### src/rtl/rvx_pkg.sv
`timescale 1ns / 1ps
`default_nettype none
// ----------------------------------------------------------------------------
// rvx_pkg
// Shared types, opcode classes and encoding constants of the execute stage.
// ----------------------------------------------------------------------------
package rvx_pkg;

    localparam int XLEN  = 64;
    localparam int QUEUE_DEPTH = 4;

    typedef enum logic [3:0] {
        OPC_LUI    = 4'd0,
        OPC_AUIPC  = 4'd1,
        OPC_JAL    = 4'd2,
        OPC_JALR   = 4'd3,
        OPC_BRANCH = 4'd4,
        OPC_OPIMM  = 4'd5,
        OPC_OPIMM32 = 4'd6,
        OPC_OP     = 4'd7,
        OPC_OP32   = 4'd8
    } t_opc;

    // operation kinds chosen by the front part
    typedef enum logic [4:0] {
        K_ADD, K_SUB, K_SLL, K_SLT, K_SLTU, K_XOR, K_SRL, K_SRA, K_OR, K_AND,
        K_MUL, K_MULH, K_MULHSU, K_MULHU, K_DIV, K_DIVU, K_REM, K_REMU,
        K_PASSB, K_LINK, K_BRANCH, K_ILLEGAL
    } t_kind;

    // execute-side sequencer states
    typedef enum logic [1:0] {S_IDLE, S_MUL, S_DIV, S_FIN} t_state;

    localparam logic [6:0] F7_ALT    = 7'h20;
    localparam logic [6:0] F7_MULDIV = 7'h01;
    localparam logic [5:0] F6_SRAI   = 6'h10;

    localparam logic [2:0] F3_ADD  = 3'd0;
    localparam logic [2:0] F3_SLL  = 3'd1;
    localparam logic [2:0] F3_SLT  = 3'd2;
    localparam logic [2:0] F3_SLTU = 3'd3;
    localparam logic [2:0] F3_XOR  = 3'd4;
    localparam logic [2:0] F3_SR   = 3'd5;
    localparam logic [2:0] F3_OR   = 3'd6;
    localparam logic [2:0] F3_AND  = 3'd7;

    localparam logic [2:0] F3_BEQ  = 3'd0;
    localparam logic [2:0] F3_BNE  = 3'd1;
    localparam logic [2:0] F3_BLT  = 3'd4;
    localparam logic [2:0] F3_BGE  = 3'd5;
    localparam logic [2:0] F3_BLTU = 3'd6;
    localparam logic [2:0] F3_BGEU = 3'd7;

    // classified item between the two halves
    typedef struct packed {
        t_kind       kind;
        logic        word;
        logic [2:0]  cond;
        logic [4:0]  rd;
        logic [63:0] a;
        logic [63:0] b;
        logic [63:0] pc;
        logic [63:0] seq;
        logic [63:0] target;
        logic        wr;
    } t_uop;

    function automatic logic [63:0] sx32(input logic [63:0] v);
        sx32 = {{32{v[31]}}, v[31:0]};
    endfunction

endpackage
`default_nettype wire

### src/rtl/rvx_front.sv
`timescale 1ns / 1ps
`default_nettype none
// ----------------------------------------------------------------------------
// rvx_front
// Decodes an item into an operation kind with its operands and targets.
// ----------------------------------------------------------------------------
module rvx_front (
    input  wire logic [3:0]  i_opcode,
    input  wire logic [2:0]  i_funct3,
    input  wire logic [6:0]  i_funct7,
    input  wire logic [5:0]  i_shamt,
    input  wire logic [4:0]  i_dest_index,
    input  wire logic [63:0] i_src1_value,
    input  wire logic [63:0] i_src2_value,
    input  wire logic [31:0] i_immediate,
    input  wire logic [63:0] i_cur_pc,
    input  wire logic [2:0]  i_insn_length,
    output rvx_pkg::t_uop    o_uop
);
    import rvx_pkg::*;

    logic [63:0] imm;
    logic [63:0] seq;
    logic [63:0] pc_imm;
    t_kind       kind;
    logic        word;
    logic        use_imm;
    logic [63:0] opb;

    assign imm    = {{32{i_immediate[31]}}, i_immediate};
    assign seq    = i_cur_pc + {61'd0, i_insn_length};
    assign pc_imm = i_cur_pc + imm;

    always_comb begin
        kind    = K_ILLEGAL;
        word    = 1'b0;
        use_imm = 1'b1;
        case (i_opcode)
            OPC_LUI:   kind = K_PASSB;
            OPC_AUIPC: kind = K_PASSB;
            OPC_JAL:   kind = K_LINK;
            OPC_JALR:  kind = (i_funct3 == F3_ADD) ? K_LINK : K_ILLEGAL;
            OPC_BRANCH: begin
                use_imm = 1'b0;
                kind = (i_funct3 == 3'd2 || i_funct3 == 3'd3) ? K_ILLEGAL : K_BRANCH;
            end
            OPC_OPIMM: begin
                case (i_funct3)
                    F3_ADD:  kind = K_ADD;
                    F3_SLL:  kind = (i_funct7[6:1] == 6'd0) ? K_SLL : K_ILLEGAL;
                    F3_SLT:  kind = K_SLT;
                    F3_SLTU: kind = K_SLTU;
                    F3_XOR:  kind = K_XOR;
                    F3_SR: begin
                        if (i_funct7[6:1] == F6_SRAI) kind = K_SRA;
                        else if (i_funct7[6:1] == 6'd0) kind = K_SRL;
                        else kind = K_ILLEGAL;
                    end
                    F3_OR:   kind = K_OR;
                    default: kind = K_AND;
                endcase
            end
            OPC_OPIMM32: begin
                word = 1'b1;
                if (i_funct3 == F3_ADD) kind = K_ADD;
                else if (i_funct3 == F3_SLL && i_funct7 == 7'd0) kind = K_SLL;
                else if (i_funct3 == F3_SR && i_funct7 == 7'd0) kind = K_SRL;
                else if (i_funct3 == F3_SR && i_funct7 == F7_ALT) kind = K_SRA;
                else kind = K_ILLEGAL;
            end
            OPC_OP, OPC_OP32: begin
                use_imm = 1'b0;
                word    = (i_opcode == OPC_OP32);
                if (i_funct7 == F7_MULDIV) begin
                    case (i_funct3)
                        3'd0:    kind = K_MUL;
                        3'd1:    kind = word ? K_ILLEGAL : K_MULH;
                        3'd2:    kind = word ? K_ILLEGAL : K_MULHSU;
                        3'd3:    kind = word ? K_ILLEGAL : K_MULHU;
                        3'd4:    kind = K_DIV;
                        3'd5:    kind = K_DIVU;
                        3'd6:    kind = K_REM;
                        default: kind = K_REMU;
                    endcase
                end else if (i_funct7 == 7'd0) begin
                    case (i_funct3)
                        F3_ADD:  kind = K_ADD;
                        F3_SLL:  kind = K_SLL;
                        F3_SLT:  kind = word ? K_ILLEGAL : K_SLT;
                        F3_SLTU: kind = word ? K_ILLEGAL : K_SLTU;
                        F3_XOR:  kind = word ? K_ILLEGAL : K_XOR;
                        F3_SR:   kind = K_SRL;
                        F3_OR:   kind = word ? K_ILLEGAL : K_OR;
                        default: kind = word ? K_ILLEGAL : K_AND;
                    endcase
                end else if (i_funct7 == F7_ALT && i_funct3 == F3_ADD) begin
                    kind = K_SUB;
                end else if (i_funct7 == F7_ALT && i_funct3 == F3_SR) begin
                    kind = K_SRA;
                end else begin
                    kind = K_ILLEGAL;
                end
            end
            default: kind = K_ILLEGAL;
        endcase
    end

    // immediate shifts carry their amount in the low bits of b
    always_comb begin
        opb = use_imm ? imm : i_src2_value;
        if ((i_opcode == OPC_OPIMM || i_opcode == OPC_OPIMM32)
                && (i_funct3 == F3_SLL || i_funct3 == F3_SR))
            opb = {58'd0, i_shamt};
        if (i_opcode == OPC_AUIPC)
            opb = pc_imm;
    end

    always_comb begin
        o_uop.kind = kind;
        o_uop.word = word;
        o_uop.cond = i_funct3;
        o_uop.rd   = i_dest_index;
        o_uop.a    = i_src1_value;
        o_uop.b    = opb;
        o_uop.pc   = i_cur_pc;
        o_uop.seq  = seq;
        o_uop.target = (i_opcode == OPC_JALR)
            ? ((i_src1_value + imm) & ~64'd1) : pc_imm;
        o_uop.wr   = (kind != K_ILLEGAL) && (kind != K_BRANCH)
            && (i_dest_index != 5'd0);
    end

endmodule
`default_nettype wire

### config.mk
export PLATFORM = sky130hd
export DESIGN_NAME = rvx_front
export DESIGN_NICKNAME = d
export VERILOG_FILES = /design/src/rtl/rvx_pkg.sv /design/src/rtl/rvx_front.sv
export SDC_FILE = /design/constraint.sdc
export NUM_CORES = 1
export LEC_CHECK = 0
export ABC_CLOCK_PERIOD_IN_PS = 4800
export BUFFER_PORTS_ARGS = -buffer_cell sky130_fd_sc_hd__buf_2
export CAP_MARGIN = 0
export CORE_AREA = 4 4 226 228
export DETAILED_ROUTE_END_ITERATION = 10
export DIE_AREA = 0 0 230 232
export GPL_ROUTABILITY_DRIVEN = 0
export GPL_TIMING_DRIVEN = 0
export SLEW_MARGIN = 20
export SYNTH_ARGS = -nofsm -noshare
export SYNTH_HDL_FRONTEND = slang
export SYNTH_SLANG_ARGS = --single-unit
### constraint.sdc
create_clock -name vclk -period 4.8
set_clock_uncertainty 0.15 [all_clocks]
set_input_delay 1.2 -clock vclk [all_inputs]
set_output_delay 1.2 -clock vclk [all_outputs]
set_load 0.05 [all_outputs]
==> metrics.txt <==
Critical Path RT 3.45 ns; initial antenna violation count 7; ANT nets after route 0; largest net degree at the start of global routing 35; CP Cell Sequence buf_12 -> ha_4 -> inv_2 -> fa_2 -> nand2b_4 -> a21oi_4 -> o211ai_1 -> buf_4 -> a31oi_4 -> a31o_4 -> a211o_4 -> or3b_4 -> o21a_4 -> xor2_4 -> o22ai_4 -> buf_8; register area 0 µm²; footprint of the multi-input gates 14900 µm²; CP delay by family, top compound AO/OA/AOI/OAI gates; number of global-route vias before repair 16700; status finished, violations left; Post-Syn Nets 2204; I/O Pins 587; Synth warnings 0; total grt overflow 0; final hold violation count 0; post-layout min period 5.64 ns; DP HPWL 61100 µm; Filler Cells Inserted 4655; setup violators final 131; commonest non-fill, non-tap cell in the layout buf_2; first-pass GRT wire length 105000 µm; gr usage total 0.254; worst endpoint data arrival time 4.29 ns; Fmax achieved 0.177 GHz; max cap viols 0; Final Worst Setup Slack -0.845 ns; Die X 230 µm; period utilisation layout 1.18; max-slew violations 0; post-DR wirelength/cell 23.4 µm; setup_tns -54.65 ns; count of cell types in the netlist 87; CLK BUF 0; Worst path depth 16; CP Buf/Inv Count 4; failing checks negative setup slack; Die Ht 232 µm; Seq/Total Area, Yosys 0; Avg Cell Area, Syn 6.57 µm²; DR vias 17400; layout cell share with drive strength beyond 1 0.564; min-delay worst type in -> out; kind of critical path in -> out; Fin Hold WS 2.55 ns; WL final 75500 µm; Worst setup SP type input port; Post-route DRC 0; First-pass DRT Iterations 8; # hold bufs at CTS 0; Initial Util 0.245; max_slew headroom 0.331; nets 2946; commonest cells after routing, fill and taps aside buf_2 (399), buf_4 (258), buf_6 (212); via density per instance 5.40; hold path cells 2; crit path capture type primary output; RSZ-0062 raised after global routing true; Seq cells 0; Site Rows 81; Worst Max-Slew Pin Slew 1.00 ns; critical path's largest stage delay 0.39 ns; Total Die Area 53400 µm²; DRT iter0 DRCs 1122; synthesis-to-finish area growth 94.4%; core area 48800 µm²; CP max stage cell or3b_4; crit-path max FO 3; Cell Area, Synth 12000 µm²; Post-Syn Instances 1821; PortBufs 585
[stage by stage]
| stage | area (µm²) | instances | utilization | setup WS [ns] |
|---|---|---|---|---|
| after floorplan | 13900 | 1821 | - | -0.457 |
| after global placement | 17700 | 3070 | 0.362 | -2.28 |
| after detailed placement | 17700 | 3071 | 0.363 | -1.52 |
| after CTS | 21200 | 3168 | 0.434 | -1.04 |
| after global routing | 23200 | 3226 | 0.476 | -0.875 |
| final | 23200 | 3228 | 0.476 | -0.845 |
[cells in the mapped netlist (38+ instances only)]
| cell type | instances | share of area |
|---|---|---|
| a21oi_1 | 196 | 0.082 |
| nand2_1 | 194 | 0.061 |
| buf_4 | 137 | 0.086 |
| o21ai_0 | 134 | 0.056 |
| ha_1 | 128 | 0.13 |
| nor2_1 | 118 | 0.037 |
| xnor2_1 | 114 | 0.083 |
| clkbuf_1 | 71 | 0.022 |
| a21o_1 | 67 | 0.042 |
| xor2_1 | 64 | 0.047 |
| o22ai_1 | 56 | 0.029 |
| nand4_1 | 52 | 0.027 |
| mux2i_1 | 51 | 0.043 |
| nand3_1 | 45 | 0.019 |
| inv_1 | 38 | 0.012 |
[final cells by class]
type / count / area share
multi-input combinational: 1553 / 0.642
timing repair buffer: 759 / 0.251
buffer: 211 / 0.0639
tap: 664 / 0.0357
inverter: 38 / 0.00646
antenna: 3 / 0.000323
[what timing repair did]
action                                  in CTS  in global routing
pin swaps                                  143                183
buffers inserted                           107                 84
endpoints found under the setup margin     173                165
gates cloned                                 1                  1
gates resized for setup                    622                375
[worst paths after layout]
check | startpoint | endpoint | slack, ns
setup / recovery | i_cur_pc[0] | o_uop[229] | -0.84
hold / removal | i_funct3[1] | o_uop[327] | 2.55
[per-layer routing]
layer,global-route usage,part of all wire,vias to the layer above
met3,0.0291,0.065,173
met5,0,0.00069,-
li1,-,-,8064
met2,0.461,0.50,898
met4,0.108,0.057,8
met1,0.302,0.38,8289
[cells by family (layout without fill, tap and decap cells)]
logic type,Yosys count,after routing,share of synthesized area
compound gates,638,638,0.335
xor+xnor,178,178,0.130
fa+ha+maj,131,131,0.139
buf+inv,268,1008,0.131
mux,51,51,0.0427
other cells,0,3,0
simple gates,555,555,0.222
